### config.mk
export PLATFORM = sky130hd
export DESIGN_NAME = two_channel_phase_amplitude_meter_flat
export DESIGN_NICKNAME = d
export VERILOG_FILES = /design/src/rtl/core/tcpam_pkg.sv /design/src/rtl/core/tcpam_ifs.sv /design/src/rtl/core/tcpam_smul.sv /design/src/rtl/core/tcpam_sdiv.sv /design/src/rtl/core/tcpam_seq.sv /design/src/rtl/core/tcpam_calc.sv /design/src/rtl/core/two_channel_phase_amplitude_meter.sv /design/src/flat_wrapper.sv
export VERILOG_INCLUDE_DIRS = /design/src /design/src/rtl/core
export SDC_FILE = /design/constraint.sdc
export NUM_CORES = 1
export LEC_CHECK = 0
export CORE_MARGIN = 2
export CORE_UTILIZATION = 60
export DETAILED_ROUTE_END_ITERATION = 10
export DONT_BUFFER_PORTS = 1
export HOLD_SLACK_MARGIN = 0.1
export PLACE_DENSITY = 0.82
export SYNTH_ARGS = -nofsm -noshare
export SYNTH_HDL_FRONTEND = slang
export SYNTH_SLANG_ARGS = --single-unit
### constraint.sdc
create_clock -name clk -period 11.05 [get_ports clk]
set_input_delay 1.105 -clock clk [delete_from_list [all_inputs] [get_ports clk]]
set_output_delay 1.105 -clock clk [all_outputs]
set_load 0.01 [all_outputs]
### src/rtl/core/two_channel_phase_amplitude_meter_assert.svh
// Assertion macros used by the phase and amplitude meter result engine (tcpam_calc).
`ifndef TWO_CHANNEL_PHASE_AMPLITUDE_METER_ASSERT_SVH
`define TWO_CHANNEL_PHASE_AMPLITUDE_METER_ASSERT_SVH
`ifndef ASSERT_OFF
// checked only while out of reset
`define TCPAM_CHECK(lbl, clk, rstn, prop) \
    lbl: assert property (@(posedge clk) disable iff (!rstn) prop) \
        else $error("tcpam check failed");
// checked at every edge, reset included
`define TCPAM_CHECK_ALL(lbl, clk, prop) \
    lbl: assert property (@(posedge clk) prop) \
        else $error("tcpam check failed");
`else
`define TCPAM_CHECK(lbl, clk, rstn, prop)
`define TCPAM_CHECK_ALL(lbl, clk, prop)
`endif
`endif

### src/rtl/core/tcpam_pkg.sv
// Shared constants and types of the phase and amplitude meter.
`default_nettype none
package tcpam_pkg;
    localparam int COUNT_BITS_DEF = 32;
    localparam int SAMPLE_BITS    = 10;
    localparam int TICK_BITS      = 16;
    localparam int RATE_BITS      = 27;
    localparam int VREF_BITS      = 13;
    localparam int WIDE_BITS      = 33;
    localparam int RMS_BITS       = 12;
    localparam int PHASE_BITS     = 16;

    localparam int LOW_RESET      = 2;
    localparam int HIGH_RESET     = 4;
    localparam int RATE_RESET     = 22118400;
    localparam int VREF_RESET     = 4096;

    // full scale 1023 times 1414 (sqrt 2 scaled by 1000)
    localparam int RMS_DEN        = ((1 << SAMPLE_BITS) - 1) * 1414;
    localparam int MV_SCALE       = 1000;
    localparam int PHASE_SCALE    = 18000;
    localparam int FREQ_SCALE     = 50;
    localparam int PHASE_CLAMP    = 35999;
    localparam int PHASE_HALF     = 18000;
    localparam int PHASE_FULL     = 36000;
    localparam int PHASE_BIG_NEG  = -2000;
    localparam int PHASE_ADJ_BIG  = 500;
    localparam int PHASE_ADJ_SML  = 300;
    localparam int RMS_MAX        = 4095;
    localparam int MUL_BW         = 15;

    localparam int APB_ADDR_BITS  = 4;
    localparam int APB_DATA_BITS  = 32;

    typedef enum logic [1:0] {
        REG_LOW_LEVEL  = 2'd0,
        REG_HIGH_LEVEL = 2'd1,
        REG_TIMER_RATE = 2'd2,
        REG_VREF       = 2'd3
    } reg_idx_t;

    typedef struct packed {
        logic fire;
        logic zero_half;
    } round_ev_t;
endpackage
`default_nettype wire

### src/rtl/core/tcpam_ifs.sv
// Sample and result channel interfaces.
`default_nettype none
interface tcpam_in_if;
    import tcpam_pkg::*;
    logic                   valid;
    logic                   ready;
    logic [SAMPLE_BITS-1:0] sample_a;
    logic [SAMPLE_BITS-1:0] sample_b;
    logic [TICK_BITS-1:0]   elapsed_ticks;
    modport source (output valid, sample_a, sample_b, elapsed_ticks, input ready);
    modport sink (input valid, sample_a, sample_b, elapsed_ticks, output ready);
endinterface

interface tcpam_out_if;
    import tcpam_pkg::*;
    logic                         valid;
    logic                         ready;
    logic [WIDE_BITS-1:0]         period_a_ticks;
    logic [WIDE_BITS-1:0]         period_b_ticks;
    logic [WIDE_BITS-1:0]         freq_a_centihz;
    logic [SAMPLE_BITS-1:0]       peak_a;
    logic [SAMPLE_BITS-1:0]       peak_b;
    logic [RMS_BITS-1:0]          rms_a_mv;
    logic [RMS_BITS-1:0]          rms_b_mv;
    logic signed [PHASE_BITS-1:0] phase_centideg;
    logic                         zero_period;
    modport source (output valid, period_a_ticks, period_b_ticks, freq_a_centihz, peak_a,
                    peak_b, rms_a_mv, rms_b_mv, phase_centideg, zero_period, input ready);
    modport sink (input valid, period_a_ticks, period_b_ticks, freq_a_centihz, peak_a,
                  peak_b, rms_a_mv, rms_b_mv, phase_centideg, zero_period, output ready);
endinterface
`default_nettype wire

### src/rtl/core/tcpam_smul.sv
// Bit-serial shift-add multiplier, one multiplier bit per cycle.
`default_nettype none
module tcpam_smul #(
    parameter int AW = 47,
    parameter int BW = 15
) (
    input  wire logic          clk,
    input  wire logic          rst_n,
    input  wire logic          start,
    input  wire logic [AW-1:0] a,
    input  wire logic [BW-1:0] b,
    output logic               done,
    output logic [AW-1:0]      prod
);
    localparam int CW = $clog2(BW + 1);

    logic [AW-1:0] acc_reg;
    logic [AW-1:0] a_reg;
    logic [BW-1:0] b_reg;
    logic [CW-1:0] cnt_reg;
    logic          run_reg;
    logic          done_reg;

    always_ff @(posedge clk or negedge rst_n)
    begin
        if (!rst_n)
        begin
            run_reg  <= 1'b0;
            done_reg <= 1'b0;
            cnt_reg  <= '0;
        end
        else
        begin
            done_reg <= 1'b0;
            if (start)
            begin
                run_reg <= 1'b1;
                cnt_reg <= CW'(BW);
            end
            else if (run_reg)
            begin
                cnt_reg <= cnt_reg - 1'b1;
                if (cnt_reg == CW'(1))
                begin
                    run_reg  <= 1'b0;
                    done_reg <= 1'b1;
                end
            end
        end
    end

    always_ff @(posedge clk)
    begin
        if (start)
        begin
            acc_reg <= '0;
            a_reg   <= a;
            b_reg   <= b;
        end
        else if (run_reg)
        begin
            if (b_reg[0])
            begin
                acc_reg <= acc_reg + a_reg;
            end
            a_reg <= {a_reg[AW-2:0], 1'b0};
            b_reg <= {1'b0, b_reg[BW-1:1]};
        end
    end

    assign done = done_reg;
    assign prod = acc_reg;
endmodule
`default_nettype wire

### src/rtl/core/tcpam_sdiv.sv
// Restoring divider, one quotient bit per cycle.
`default_nettype none
module tcpam_sdiv #(
    parameter int NW = 47,
    parameter int DW = 32
) (
    input  wire logic          clk,
    input  wire logic          rst_n,
    input  wire logic          start,
    input  wire logic [NW-1:0] num,
    input  wire logic [DW-1:0] den,
    output logic               done,
    output logic [NW-1:0]      quot
);
    localparam int CW = $clog2(NW + 1);

    logic [NW-1:0] num_reg;
    logic [DW-1:0] den_reg;
    logic [DW-1:0] rem_reg;
    logic [CW-1:0] cnt_reg;
    logic          run_reg;
    logic          done_reg;
    logic [DW:0]   shifted;
    logic [DW:0]   diff;
    logic          ge;

    // partial remainder gets the next numerator bit; quotient fills num_reg from the bottom
    assign shifted = {rem_reg, num_reg[NW-1]};
    assign diff    = shifted - {1'b0, den_reg};
    assign ge      = shifted >= {1'b0, den_reg};

    always_ff @(posedge clk or negedge rst_n)
    begin
        if (!rst_n)
        begin
            run_reg  <= 1'b0;
            done_reg <= 1'b0;
            cnt_reg  <= '0;
        end
        else
        begin
            done_reg <= 1'b0;
            if (start)
            begin
                run_reg <= 1'b1;
                cnt_reg <= CW'(NW);
            end
            else if (run_reg)
            begin
                cnt_reg <= cnt_reg - 1'b1;
                if (cnt_reg == CW'(1))
                begin
                    run_reg  <= 1'b0;
                    done_reg <= 1'b1;
                end
            end
        end
    end

    always_ff @(posedge clk)
    begin
        if (start)
        begin
            num_reg <= num;
            den_reg <= den;
            rem_reg <= '0;
        end
        else if (run_reg)
        begin
            rem_reg <= ge ? diff[DW-1:0] : shifted[DW-1:0];
            num_reg <= {num_reg[NW-2:0], ge};
        end
    end

    assign done = done_reg;
    assign quot = num_reg;
endmodule
`default_nettype wire

### src/rtl/core/tcpam_seq.sv
// Crossing sequencer: tick counting, delay, half periods and channel A peak capture.
`default_nettype none
module tcpam_seq #(
    parameter int CNT_W = 32
) (
    input  wire logic                             clk,
    input  wire logic                             rst_n,
    input  wire logic                             take,
    input  wire logic [tcpam_pkg::SAMPLE_BITS-1:0] sample_a,
    input  wire logic [tcpam_pkg::SAMPLE_BITS-1:0] sample_b,
    input  wire logic [tcpam_pkg::TICK_BITS-1:0]   elapsed,
    input  wire logic [tcpam_pkg::SAMPLE_BITS-1:0] low_level,
    input  wire logic [tcpam_pkg::SAMPLE_BITS-1:0] high_level,
    output logic [CNT_W-1:0]                      delay_ticks,
    output logic [CNT_W-1:0]                      half_a,
    output logic [CNT_W-1:0]                      half_b,
    output logic [tcpam_pkg::SAMPLE_BITS-1:0]      held_peak_a,
    output tcpam_pkg::round_ev_t                  ev
);
    import tcpam_pkg::*;

    localparam logic [3:0] ST_A_LOW_D  = 4'd0;
    localparam logic [3:0] ST_A_HIGH_D = 4'd1;
    localparam logic [3:0] ST_B_LOW_D  = 4'd2;
    localparam logic [3:0] ST_B_HIGH_D = 4'd3;
    localparam logic [3:0] ST_A_LOW_H  = 4'd4;
    localparam logic [3:0] ST_A_HIGH_H = 4'd5;
    localparam logic [3:0] ST_HALF_A   = 4'd6;
    localparam logic [3:0] ST_A_LOW_P  = 4'd7;
    localparam logic [3:0] ST_A_HIGH_P = 4'd8;
    localparam logic [3:0] ST_QUART_A  = 4'd9;
    localparam logic [3:0] ST_B_LOW_H  = 4'd10;
    localparam logic [3:0] ST_B_HIGH_H = 4'd11;
    localparam logic [3:0] ST_HALF_B   = 4'd12;
    localparam logic [3:0] ST_B_LOW_P  = 4'd13;
    localparam logic [3:0] ST_B_HIGH_P = 4'd14;
    localparam logic [3:0] ST_QUART_B  = 4'd15;

    logic [3:0]             step_reg,  step_next;
    logic [CNT_W-1:0]       tick_reg,  tick_next;
    logic [CNT_W-1:0]       delay_reg, delay_next;
    logic [CNT_W-1:0]       ha_reg,    ha_next;
    logic [CNT_W-1:0]       hb_reg,    hb_next;
    logic [SAMPLE_BITS-1:0] pk_reg,    pk_next;
    logic [CNT_W:0]         sum;
    logic [CNT_W-1:0]       cnt_add;
    logic                   a_low, a_high, b_low, b_high;
    logic                   quart_a, quart_b;
    logic                   fire;

    assign a_low   = sample_a <= low_level;
    assign a_high  = sample_a >= high_level;
    assign b_low   = sample_b <= low_level;
    assign b_high  = sample_b >= high_level;
    assign sum     = {1'b0, tick_reg} + (CNT_W + 1)'(elapsed);
    assign cnt_add = sum[CNT_W] ? '1 : sum[CNT_W-1:0];
    assign quart_a = {cnt_add, 1'b0} >= {1'b0, ha_reg};
    assign quart_b = {cnt_add, 1'b0} >= {1'b0, hb_reg};

    always_comb
    begin
        step_next  = step_reg;
        tick_next  = tick_reg;
        delay_next = delay_reg;
        ha_next    = ha_reg;
        hb_next    = hb_reg;
        pk_next    = pk_reg;
        fire       = 1'b0;
        if (take)
        begin
            case (step_reg)
                ST_A_LOW_D, ST_A_LOW_H, ST_A_LOW_P:
                begin
                    if (a_low) step_next = step_reg + 1'b1;
                end
                ST_A_HIGH_D, ST_A_HIGH_H, ST_A_HIGH_P:
                begin
                    if (a_high)
                    begin
                        tick_next = '0;
                        step_next = step_reg + 1'b1;
                    end
                end
                ST_B_LOW_D:
                begin
                    tick_next = cnt_add;
                    if (b_low) step_next = step_reg + 1'b1;
                end
                ST_B_HIGH_D:
                begin
                    tick_next = cnt_add;
                    if (b_high)
                    begin
                        delay_next = cnt_add;
                        step_next  = step_reg + 1'b1;
                    end
                end
                ST_HALF_A:
                begin
                    tick_next = cnt_add;
                    if (a_low)
                    begin
                        ha_next   = cnt_add;
                        step_next = step_reg + 1'b1;
                    end
                end
                ST_QUART_A:
                begin
                    tick_next = cnt_add;
                    if (quart_a)
                    begin
                        pk_next   = sample_a;
                        step_next = step_reg + 1'b1;
                    end
                end
                ST_B_LOW_H, ST_B_LOW_P:
                begin
                    if (b_low) step_next = step_reg + 1'b1;
                end
                ST_B_HIGH_H, ST_B_HIGH_P:
                begin
                    if (b_high)
                    begin
                        tick_next = '0;
                        step_next = step_reg + 1'b1;
                    end
                end
                ST_HALF_B:
                begin
                    tick_next = cnt_add;
                    if (b_low)
                    begin
                        hb_next   = cnt_add;
                        step_next = step_reg + 1'b1;
                    end
                end
                ST_QUART_B:
                begin
                    tick_next = cnt_add;
                    if (quart_b)
                    begin
                        fire      = 1'b1;
                        step_next = ST_A_LOW_D;
                    end
                end
                default:
                begin
                    step_next = ST_A_LOW_D;
                end
            endcase
        end
    end

    always_ff @(posedge clk or negedge rst_n)
    begin
        if (!rst_n)
        begin
            step_reg  <= ST_A_LOW_D;
            tick_reg  <= '0;
            delay_reg <= '0;
            ha_reg    <= '0;
            hb_reg    <= '0;
            pk_reg    <= '0;
        end
        else
        begin
            step_reg  <= step_next;
            tick_reg  <= tick_next;
            delay_reg <= delay_next;
            ha_reg    <= ha_next;
            hb_reg    <= hb_next;
            pk_reg    <= pk_next;
        end
    end

    assign delay_ticks  = delay_reg;
    assign half_a       = ha_reg;
    assign half_b       = hb_reg;
    assign held_peak_a  = pk_reg;
    assign ev.fire      = fire;
    assign ev.zero_half = ha_reg == '0;
endmodule
`default_nettype wire

### src/rtl/core/tcpam_calc.sv
// Round-end engine: serial multiplies and divides, then the result word.
`default_nettype none
`include "two_channel_phase_amplitude_meter_assert.svh"
module tcpam_calc #(
    parameter int CNT_W = 32
) (
    input  wire logic                             clk,
    input  wire logic                             rst_n,
    input  tcpam_pkg::round_ev_t                  ev,
    input  wire logic [CNT_W-1:0]                 delay_ticks,
    input  wire logic [CNT_W-1:0]                 half_a,
    input  wire logic [CNT_W-1:0]                 half_b,
    input  wire logic [tcpam_pkg::SAMPLE_BITS-1:0] peak_a,
    input  wire logic [tcpam_pkg::SAMPLE_BITS-1:0] peak_b,
    input  wire logic [tcpam_pkg::RATE_BITS-1:0]   timer_rate_hz,
    input  wire logic [tcpam_pkg::VREF_BITS-1:0]   vref_mv,
    output logic                                  busy,
    tcpam_out_if.source                           res
);
    import tcpam_pkg::*;

    localparam int NUM_W = (CNT_W + 15 > 34) ? CNT_W + 15 : 34;
    localparam int DEN_W = (CNT_W > 21) ? CNT_W : 21;
    localparam int PER_W = (CNT_W + 1 > 34) ? CNT_W + 1 : 34;

    typedef enum logic [3:0] {
        C_IDLE   = 4'b0001,
        C_LAUNCH = 4'b0010,
        C_RUN    = 4'b0100,
        C_HOLD   = 4'b1000
    } cstate_t;

    typedef enum logic [3:0] {
        J_PH_MUL = 4'd0,
        J_PH_DIV = 4'd1,
        J_FR_MUL = 4'd2,
        J_FR_DIV = 4'd3,
        J_RA_MUL = 4'd4,
        J_RA_SCL = 4'd5,
        J_RA_DIV = 4'd6,
        J_RB_MUL = 4'd7,
        J_RB_SCL = 4'd8,
        J_RB_DIV = 4'd9
    } job_t;

    cstate_t                state_reg;
    job_t                   job_reg;
    logic [CNT_W-1:0]       delay_reg, ha_reg, hb_reg;
    logic [SAMPLE_BITS-1:0] pa_reg, pb_reg;
    logic                   zero_reg;
    logic signed [PHASE_BITS-1:0] phase_reg;
    logic [WIDE_BITS-1:0]   freq_reg;
    logic [RMS_BITS-1:0]    rms_a_reg, rms_b_reg;

    logic                   out_valid_reg;
    logic [WIDE_BITS-1:0]   out_pa_reg, out_pb_reg, out_freq_reg;
    logic [SAMPLE_BITS-1:0] out_peak_a_reg, out_peak_b_reg;
    logic [RMS_BITS-1:0]    out_rms_a_reg, out_rms_b_reg;
    logic signed [PHASE_BITS-1:0] out_phase_reg;
    logic                   out_zero_reg;

    logic                   mul_start, div_start, mul_done, div_done;
    logic [NUM_W-1:0]       mul_a, mul_prod, div_quot;
    logic [MUL_BW-1:0]      mul_b;
    logic [DEN_W-1:0]       div_den;
    logic                   is_mul, out_load;
    logic [PHASE_BITS-1:0]  ph_mag;
    logic signed [PHASE_BITS:0] ph_wrap, ph_fix;
    logic [RMS_BITS-1:0]    rms_sat;
    logic [WIDE_BITS-1:0]   freq_sat;
    logic [PER_W-1:0]       per_a, per_b;

    always_comb
    begin
        is_mul  = 1'b0;
        mul_a   = mul_prod;
        mul_b   = MUL_BW'(MV_SCALE);
        div_den = DEN_W'(ha_reg);
        case (job_reg)
            J_PH_MUL:
            begin
                is_mul = 1'b1;
                mul_a  = NUM_W'(delay_reg);
                mul_b  = MUL_BW'(PHASE_SCALE);
            end
            J_FR_MUL:
            begin
                is_mul = 1'b1;
                mul_a  = NUM_W'(timer_rate_hz);
                mul_b  = MUL_BW'(FREQ_SCALE);
            end
            J_RA_MUL:
            begin
                is_mul = 1'b1;
                mul_a  = NUM_W'(pa_reg);
                mul_b  = MUL_BW'(vref_mv);
            end
            J_RB_MUL:
            begin
                is_mul = 1'b1;
                mul_a  = NUM_W'(pb_reg);
                mul_b  = MUL_BW'(vref_mv);
            end
            J_RA_SCL, J_RB_SCL:
            begin
                is_mul = 1'b1;
            end
            J_RA_DIV, J_RB_DIV:
            begin
                div_den = DEN_W'(RMS_DEN);
            end
            default:
            begin
                div_den = DEN_W'(ha_reg);
            end
        endcase
    end

    assign mul_start = (state_reg == C_LAUNCH) && is_mul;
    assign div_start = (state_reg == C_LAUNCH) && !is_mul;

    tcpam_smul #(.AW(NUM_W), .BW(MUL_BW)) u_mul (
        .clk   (clk),
        .rst_n (rst_n),
        .start (mul_start),
        .a     (mul_a),
        .b     (mul_b),
        .done  (mul_done),
        .prod  (mul_prod)
    );

    tcpam_sdiv #(.NW(NUM_W), .DW(DEN_W)) u_div (
        .clk   (clk),
        .rst_n (rst_n),
        .start (div_start),
        .num   (mul_prod),
        .den   (div_den),
        .done  (div_done),
        .quot  (div_quot)
    );

    // phase: clamp, wrap above half a turn, then the negative-side trims
    always_comb
    begin
        ph_mag = (div_quot > NUM_W'(PHASE_CLAMP)) ? PHASE_BITS'(PHASE_CLAMP)
                                                  : div_quot[PHASE_BITS-1:0];
        ph_wrap = $signed({1'b0, ph_mag}) - $signed((PHASE_BITS + 1)'(PHASE_FULL));
        ph_fix  = $signed({1'b0, ph_mag});
        if (ph_mag > PHASE_BITS'(PHASE_HALF))
        begin
            ph_fix = ph_wrap;
            if (ph_wrap < $signed((PHASE_BITS + 1)'(PHASE_BIG_NEG)))
            begin
                ph_fix = ph_wrap - $signed((PHASE_BITS + 1)'(PHASE_ADJ_BIG));
            end
            else if (ph_wrap > $signed((PHASE_BITS + 1)'(PHASE_BIG_NEG)) &&
                     ph_wrap < $signed((PHASE_BITS + 1)'(0)))
            begin
                ph_fix = ph_wrap - $signed((PHASE_BITS + 1)'(PHASE_ADJ_SML));
            end
        end
    end

    assign rms_sat  = (div_quot > NUM_W'(RMS_MAX)) ? RMS_BITS'(RMS_MAX)
                                                   : div_quot[RMS_BITS-1:0];
    assign freq_sat = (div_quot > NUM_W'({WIDE_BITS{1'b1}})) ? '1
                                                             : div_quot[WIDE_BITS-1:0];
    assign per_a    = PER_W'({ha_reg, 1'b0});
    assign per_b    = PER_W'({hb_reg, 1'b0});

    assign out_load = (state_reg == C_HOLD) && (!out_valid_reg || res.ready);

    always_ff @(posedge clk or negedge rst_n)
    begin
        if (!rst_n)
        begin
            state_reg     <= C_IDLE;
            job_reg       <= J_PH_MUL;
            out_valid_reg <= 1'b0;
        end
        else
        begin
            case (state_reg)
                C_IDLE:
                begin
                    if (ev.fire)
                    begin
                        job_reg   <= J_PH_MUL;
                        state_reg <= C_LAUNCH;
                    end
                end
                C_LAUNCH:
                begin
                    state_reg <= C_RUN;
                end
                C_RUN:
                begin
                    if (mul_done || div_done)
                    begin
                        if (job_reg == J_RB_DIV)
                        begin
                            state_reg <= C_HOLD;
                        end
                        else
                        begin
                            job_reg   <= job_t'(job_reg + 1'b1);
                            state_reg <= C_LAUNCH;
                        end
                    end
                end
                C_HOLD:
                begin
                    if (out_load) state_reg <= C_IDLE;
                end
                default:
                begin
                    state_reg <= C_IDLE;
                end
            endcase
            if (out_load)
            begin
                out_valid_reg <= 1'b1;
            end
            else if (res.ready)
            begin
                out_valid_reg <= 1'b0;
            end
        end
    end

    always_ff @(posedge clk)
    begin
        if (ev.fire && state_reg == C_IDLE)
        begin
            delay_reg <= delay_ticks;
            ha_reg    <= half_a;
            hb_reg    <= half_b;
            pa_reg    <= peak_a;
            pb_reg    <= peak_b;
            zero_reg  <= ev.zero_half;
        end
        if (state_reg == C_RUN && div_done)
        begin
            case (job_reg)
                J_PH_DIV: phase_reg <= ph_fix[PHASE_BITS-1:0];
                J_FR_DIV: freq_reg  <= freq_sat;
                J_RA_DIV: rms_a_reg <= rms_sat;
                J_RB_DIV: rms_b_reg <= rms_sat;
                default:  rms_b_reg <= rms_b_reg;
            endcase
        end
        if (out_load)
        begin
            out_pa_reg     <= (per_a > PER_W'({WIDE_BITS{1'b1}})) ? '1 : per_a[WIDE_BITS-1:0];
            out_pb_reg     <= (per_b > PER_W'({WIDE_BITS{1'b1}})) ? '1 : per_b[WIDE_BITS-1:0];
            out_freq_reg   <= zero_reg ? '0 : freq_reg;
            out_phase_reg  <= zero_reg ? '0 : phase_reg;
            out_peak_a_reg <= pa_reg;
            out_peak_b_reg <= pb_reg;
            out_rms_a_reg  <= rms_a_reg;
            out_rms_b_reg  <= rms_b_reg;
            out_zero_reg   <= zero_reg;
        end
    end

    assign busy               = state_reg != C_IDLE;
    assign res.valid          = out_valid_reg;
    assign res.period_a_ticks = out_pa_reg;
    assign res.period_b_ticks = out_pb_reg;
    assign res.freq_a_centihz = out_freq_reg;
    assign res.peak_a         = out_peak_a_reg;
    assign res.peak_b         = out_peak_b_reg;
    assign res.rms_a_mv       = out_rms_a_reg;
    assign res.rms_b_mv       = out_rms_b_reg;
    assign res.phase_centideg = out_phase_reg;
    assign res.zero_period    = out_zero_reg;

    `TCPAM_CHECK(a_fire_when_idle, clk, rst_n, ev.fire |-> state_reg == C_IDLE)
    `TCPAM_CHECK(a_one_unit_done, clk, rst_n, !(mul_done && div_done))
    `TCPAM_CHECK(a_no_overwrite, clk, rst_n, out_load |-> (!res.valid || res.ready))
    `TCPAM_CHECK(a_done_in_run, clk, rst_n, (mul_done || div_done) |-> state_reg == C_RUN)
    `TCPAM_CHECK_ALL(a_reset_idle, clk, !rst_n |=> state_reg == C_IDLE)
endmodule
`default_nettype wire

### src/rtl/core/two_channel_phase_amplitude_meter.sv
// Two-channel phase and amplitude meter: top level with APB register file.
//
// Each sample word is taken while samples.ready is high and steps the crossing sequencer.
// When a word ends a measurement round, the result engine runs six serial
// multiplies and four serial divides with numerators of max(COUNT_BITS+15, 34)
// bits on one shared multiplier and one shared divider; samples.ready is low
// during that time and while a finished result still sits behind an unread one.
// Registers at byte addresses 0, 4, 8, 12: low_level, high_level, timer_rate_hz,
// vref_mv; write only while the block is idle.
`default_nettype none
module two_channel_phase_amplitude_meter #(
    parameter int COUNT_BITS = tcpam_pkg::COUNT_BITS_DEF
) (
    input  wire logic                              clk,
    input  wire logic                              rst_n,
    input  wire logic                              psel,
    input  wire logic                              penable,
    input  wire logic                              pwrite,
    input  wire logic [tcpam_pkg::APB_ADDR_BITS-1:0] paddr,
    input  wire logic [tcpam_pkg::APB_DATA_BITS-1:0] pwdata,
    output logic [tcpam_pkg::APB_DATA_BITS-1:0]     prdata,
    output logic                                   pready,
    tcpam_in_if.sink                               samples,
    tcpam_out_if.source                            results
);
    import tcpam_pkg::*;

    logic [SAMPLE_BITS-1:0] low_reg, high_reg;
    logic [RATE_BITS-1:0]   rate_reg;
    logic [VREF_BITS-1:0]   vref_reg;
    reg_idx_t               idx;
    logic                   wr;
    logic                   busy, take;
    logic [COUNT_BITS-1:0]  delay_ticks, half_a, half_b;
    logic [SAMPLE_BITS-1:0] held_peak_a;
    round_ev_t              ev;

    assign idx    = reg_idx_t'(paddr[3:2]);
    assign wr     = psel && penable && pwrite;
    assign pready = 1'b1;

    always_ff @(posedge clk or negedge rst_n)
    begin
        if (!rst_n)
        begin
            low_reg  <= SAMPLE_BITS'(LOW_RESET);
            high_reg <= SAMPLE_BITS'(HIGH_RESET);
            rate_reg <= RATE_BITS'(RATE_RESET);
            vref_reg <= VREF_BITS'(VREF_RESET);
        end
        else if (wr)
        begin
            case (idx)
                REG_LOW_LEVEL:  low_reg  <= pwdata[SAMPLE_BITS-1:0];
                REG_HIGH_LEVEL: high_reg <= pwdata[SAMPLE_BITS-1:0];
                REG_TIMER_RATE: rate_reg <= pwdata[RATE_BITS-1:0];
                REG_VREF:       vref_reg <= pwdata[VREF_BITS-1:0];
                default:        vref_reg <= vref_reg;
            endcase
        end
    end

    always_comb
    begin
        case (idx)
            REG_LOW_LEVEL:  prdata = APB_DATA_BITS'(low_reg);
            REG_HIGH_LEVEL: prdata = APB_DATA_BITS'(high_reg);
            REG_TIMER_RATE: prdata = APB_DATA_BITS'(rate_reg);
            REG_VREF:       prdata = APB_DATA_BITS'(vref_reg);
            default:        prdata = '0;
        endcase
    end

    assign samples.ready = !busy;
    assign take          = samples.valid && !busy;

    tcpam_seq #(.CNT_W(COUNT_BITS)) u_seq (
        .clk         (clk),
        .rst_n       (rst_n),
        .take        (take),
        .sample_a    (samples.sample_a),
        .sample_b    (samples.sample_b),
        .elapsed     (samples.elapsed_ticks),
        .low_level   (low_reg),
        .high_level  (high_reg),
        .delay_ticks (delay_ticks),
        .half_a      (half_a),
        .half_b      (half_b),
        .held_peak_a (held_peak_a),
        .ev          (ev)
    );

    tcpam_calc #(.CNT_W(COUNT_BITS)) u_calc (
        .clk           (clk),
        .rst_n         (rst_n),
        .ev            (ev),
        .delay_ticks   (delay_ticks),
        .half_a        (half_a),
        .half_b        (half_b),
        .peak_a        (held_peak_a),
        .peak_b        (samples.sample_b),
        .timer_rate_hz (rate_reg),
        .vref_mv       (vref_reg),
        .busy          (busy),
        .res           (results)
    );
endmodule
`default_nettype wire

### src/flat_wrapper.sv
// flat-port wrapper written by rule: the top's interface ports become plain ports
module two_channel_phase_amplitude_meter_flat import tcpam_pkg::*;
#(
    parameter int COUNT_BITS = tcpam_pkg::COUNT_BITS_DEF
)
  (clk, rst_n, psel, penable, pwrite, paddr, pwdata, prdata, pready, samples_valid, samples_sample_a, samples_sample_b, samples_elapsed_ticks, samples_ready, results_valid, results_period_a_ticks, results_period_b_ticks, results_freq_a_centihz, results_peak_a, results_peak_b, results_rms_a_mv, results_rms_b_mv, results_phase_centideg, results_zero_period, results_ready);
  tcpam_in_if samples_i ();
  tcpam_out_if results_i ();
  input  wire logic clk;
  input  wire logic rst_n;
  input  wire logic psel;
  input  wire logic penable;
  input  wire logic pwrite;
  input  wire logic [tcpam_pkg::APB_ADDR_BITS-1:0] paddr;
  input  wire logic [tcpam_pkg::APB_DATA_BITS-1:0] pwdata;
  output logic [tcpam_pkg::APB_DATA_BITS-1:0] prdata;
  output logic pready;
  input wire logic [$bits(samples_i.valid)-1:0] samples_valid;
  input wire logic [$bits(samples_i.sample_a)-1:0] samples_sample_a;
  input wire logic [$bits(samples_i.sample_b)-1:0] samples_sample_b;
  input wire logic [$bits(samples_i.elapsed_ticks)-1:0] samples_elapsed_ticks;
  output wire logic [$bits(samples_i.ready)-1:0] samples_ready;
  output wire logic [$bits(results_i.valid)-1:0] results_valid;
  output wire logic [$bits(results_i.period_a_ticks)-1:0] results_period_a_ticks;
  output wire logic [$bits(results_i.period_b_ticks)-1:0] results_period_b_ticks;
  output wire logic [$bits(results_i.freq_a_centihz)-1:0] results_freq_a_centihz;
  output wire logic [$bits(results_i.peak_a)-1:0] results_peak_a;
  output wire logic [$bits(results_i.peak_b)-1:0] results_peak_b;
  output wire logic [$bits(results_i.rms_a_mv)-1:0] results_rms_a_mv;
  output wire logic [$bits(results_i.rms_b_mv)-1:0] results_rms_b_mv;
  output wire logic [$bits(results_i.phase_centideg)-1:0] results_phase_centideg;
  output wire logic [$bits(results_i.zero_period)-1:0] results_zero_period;
  input wire logic [$bits(results_i.ready)-1:0] results_ready;
  assign samples_i.valid = samples_valid;
  assign samples_i.sample_a = samples_sample_a;
  assign samples_i.sample_b = samples_sample_b;
  assign samples_i.elapsed_ticks = samples_elapsed_ticks;
  assign samples_ready = samples_i.ready;
  assign results_valid = results_i.valid;
  assign results_period_a_ticks = results_i.period_a_ticks;
  assign results_period_b_ticks = results_i.period_b_ticks;
  assign results_freq_a_centihz = results_i.freq_a_centihz;
  assign results_peak_a = results_i.peak_a;
  assign results_peak_b = results_i.peak_b;
  assign results_rms_a_mv = results_i.rms_a_mv;
  assign results_rms_b_mv = results_i.rms_b_mv;
  assign results_phase_centideg = results_i.phase_centideg;
  assign results_zero_period = results_i.zero_period;
  assign results_i.ready = results_ready;
  two_channel_phase_amplitude_meter #(.COUNT_BITS(COUNT_BITS)) u_core (.clk(clk), .rst_n(rst_n), .psel(psel), .penable(penable), .pwrite(pwrite), .paddr(paddr), .pwdata(pwdata), .prdata(prdata), .pready(pready), .samples(samples_i), .results(results_i));
endmodule
==> impl_metrics.env <==
export IMPL_placed_cell_area_um2=39400
export IMPL_die_y_um=258
export IMPL_clkLatencyLatePin_ps=640
export IMPL_grt_busiest_layer="met2"
export IMPL_synth_top_cell_area_share_pct=38.0
export IMPL_post_route_util_pct=65.6
export IMPL_crit_fanout=58
export IMPL_relSlewSlack_pct=14.7
export IMPL_regArea_um2=21900
export IMPL_hold_path_class="in -> async"
export IMPL_synth_most_common_cell="edfxtp_1"
export IMPL_reg2reg_slack_ps=3650
export IMPL_clk_pin_slew_ps=60
export IMPL_crit_required_ps=11600
export IMPL_synth_area_leaders="edfxtp_1, dfrtp_1, ha_1"
export IMPL_htreeDepth=3
export IMPL_grt_start_max_net_pins=226
export IMPL_cts_hold_fix_buffers=0
export IMPL_yosys_area_top_type="edfxtp_1"
export IMPL_start_util_pct=60.3
export IMPL_fill_cells=4673
export IMPL_timing_fmax_mhz=134
export IMPL_maxCapViolations=0
export IMPL_place_gp_congestion=0.928
export IMPL_dr_pass1_iters=7
export IMPL_power_leakage_nw=17.0
export IMPL_rsz0062_at_grt="false"
export IMPL_finish_net_count=3740
export IMPL_maxSlewViolCount=0
export IMPL_grt_pass1_vias=25643
export IMPL_cts_sinks=793
export IMPL_status="complete, no violations"
export IMPL_post_route_period_util_pct=67.7
export IMPL_path_class="in -> reg"
export IMPL_avgRoutedWirePerCell_um=21.4
export IMPL_syn_to_final_growth_pct=8.69
export IMPL_dp_hpwl_um=64000
export IMPL_tns_ps=0
export IMPL_grt_antenna_before_repair=1
export IMPL_port_buffers=0
export IMPL_post_cts_buffers=0
export IMPL_diodes=0
export IMPL_synth_edf_count=489
export IMPL_multi_input_area_um2=15500
export IMPL_clock_root_buffer="clkbuf_16"
export IMPL_postRouteAntennaNets=0
export IMPL_vias=26791
export IMPL_synth_cell_type_count=96
export IMPL_grt_use_total_pct=27.7
export IMPL_peakVddDrop_uv=197
export IMPL_use_met3_pct=5.51
export IMPL_drc_errors=0
export IMPL_drive_gt1_share_pct=8.26
export IMPL_rows=93
export IMPL_top_level_ports=274
export IMPL_grt_ovfl_total=0
export IMPL_cts_buffers=81
export IMPL_use_met1_pct=37.1
export IMPL_cp_data_arrival_time_ps=8020
export IMPL_design_core_area_um2=64100
export IMPL_dieWidth_um=258
export IMPL_globalRouteMet2Util_pct=45.0
export IMPL_period_needed_ps=7480
export IMPL_synth_seq_cells=793
export IMPL_netlist_instances=3492
export IMPL_synth_commonest_cells="edfxtp_1, nand2_1, nor2_1"
export IMPL_wl_um=93200
export IMPL_cp_end_kind="flip-flop"
export IMPL_cts_resized=0
export IMPL_ys_seq_area_share_pct=56.6
export IMPL_p_per_area_nw_per_um2=181
export IMPL_die_area_um2=66500
export IMPL_synth_main_ff_cell="edfxtp_1"
export IMPL_startpoint_type="input port"
export IMPL_design_area_um2=42000
export IMPL_syn_area_um2=38700
export IMPL_viasPerCell=6.14
export IMPL_syn_avg_cell_area_um2=11.1
export IMPL_async_flop_share_pct=28.4
export IMPL_grt_first_pass_wirelength_um=145000
export IMPL_cts_tree="done"
export IMPL_setup_violations=0
export IMPL_worst_slack_ps=3570
export IMPL_first_iter_violations=3010
export IMPL_pre_cts_ws_ps=3000
export IMPL_hold_viol_final=0
export IMPL_tightest_slew_ps=1270
export IMPL_ctsLongestPathBuffers=3
export IMPL_synthesis_yosys_warnings=0
export IMPL_clock_skew_ps=23.8
==> routing by layer <==
| layer | share of wire (%) | up-vias |
|---|---|---|
| met3 | 8.1 | 179 |
| met5 | 0.016 | - |
| li1 | - | 12480 |
| met4 | 3.4 | 2 |
| met1 | 41 | 13051 |
| met2 | 47 | 1079 |
==> through the flow <==
stage	instances	power [mW]	hold WS, ps
floorplan	3498	4.49	400
global placement	4217	4.83	400
detailed placement	4217	4.89	405
CTS	4366	7.65	149
global route	4366	7.94	149
finish	4366	7.63	170
==> kinds of logic after synthesis <==
kind of cell             count (synthesis)  synth area share, %
AO/OA/AOI/OAI                          773                 12.9
XOR/XNOR                               107                 2.42
adder cells (fa/ha/maj)                216                 7.04
buffers and inverters                  357                 3.63
flip-flops                             793                 56.6
multiplexers                           115                 3.57
other                                    2               0.0194
AND/OR/NAND/NOR                       1129                 13.8
==> path summary, 6_finish.rpt <==
path | start | end | depth (start not counted)
min in group clk | u_core.u_calc.hb_reg[7]$_DFFE_PP_ | u_core.u_calc.res.period_b_ticks[8]$_DFFE_PP_ | 0
worst max register to register | u_core.u_seq.tick_reg[0]$_DFFE_PN0P_ | u_core.u_calc.job_reg[1]$_DFFE_PN0P_ | 24
max in group asynchronous | rst_n | u_core.u_calc.state_reg[0]$_DFFE_PN1P_ | 0
worst min-delay path | rst_n | u_core.rate_reg[9]$_DFFE_PN0P_ | 0
worst min register to register | u_core.u_calc.hb_reg[7]$_DFFE_PP_ | u_core.u_calc.res.period_b_ticks[8]$_DFFE_PP_ | 0
worst max-delay path | samples_elapsed_ticks[0] | u_core.u_calc.job_reg[1]$_DFFE_PN0P_ | 24
==> cell usage in the layout, fill, tap and decap left out, types with 69 or more instances in the layout <==
| cell type | instances |
|---|---|
| edfxtp_1 | 489 |
| clkbuf_16 | 81 |
| dfrtp_1 | 216 |
| nor2b_1 | 82 |
| a21oi_1 | 211 |
| nand2_1 | 467 |
| o21ai_0 | 168 |
| dfxtp_1 | 79 |
| nor2_1 | 218 |
| mux2_2 | 69 |
| inv_1 | 190 |
| a21o_1 | 87 |
| nand3_1 | 69 |
| ha_1 | 213 |
==> power by group <==
part           total (mW)  internal (mW)  switching, mW
clock                2.76           1.59           1.17
sequential           3.63           3.39          0.236
combinational        1.24          0.497          0.748
total                7.63           5.48           2.15
==> final cells by class <==
| type | count | area share [%] |
|---|---|---|
| clock inverter | 42 | 1.11 |
| tap | 855 | 2.54 |
| clock buffer | 107 | 5.20 |
| inverter | 191 | 1.71 |
| sequential | 793 | 52.1 |
| multi-input combinational | 2348 | 36.8 |
| timing repair buffer | 30 | 0.536 |
==> worst max-delay path: stages <==
cell and delay, ps:
ha_1 200, fa_1 400, a21o_1 200, a21oi_1 280, o21ai_1 100, a31oi_1 350, o21ai_1 250, a21oi_2 400
nor3_2 140, buf_4 240, nor2_1 450, inv_1 160, ha_1 320, nand4_1 80, or2_1 240, or4_1 580
nor4_1 290, a211o_1 200, inv_1 90, a311oi_4 310, buf_4 470, buf_4 660, or2_1 250, mux2i_1 230
Power figures use the tool's default switching activity.
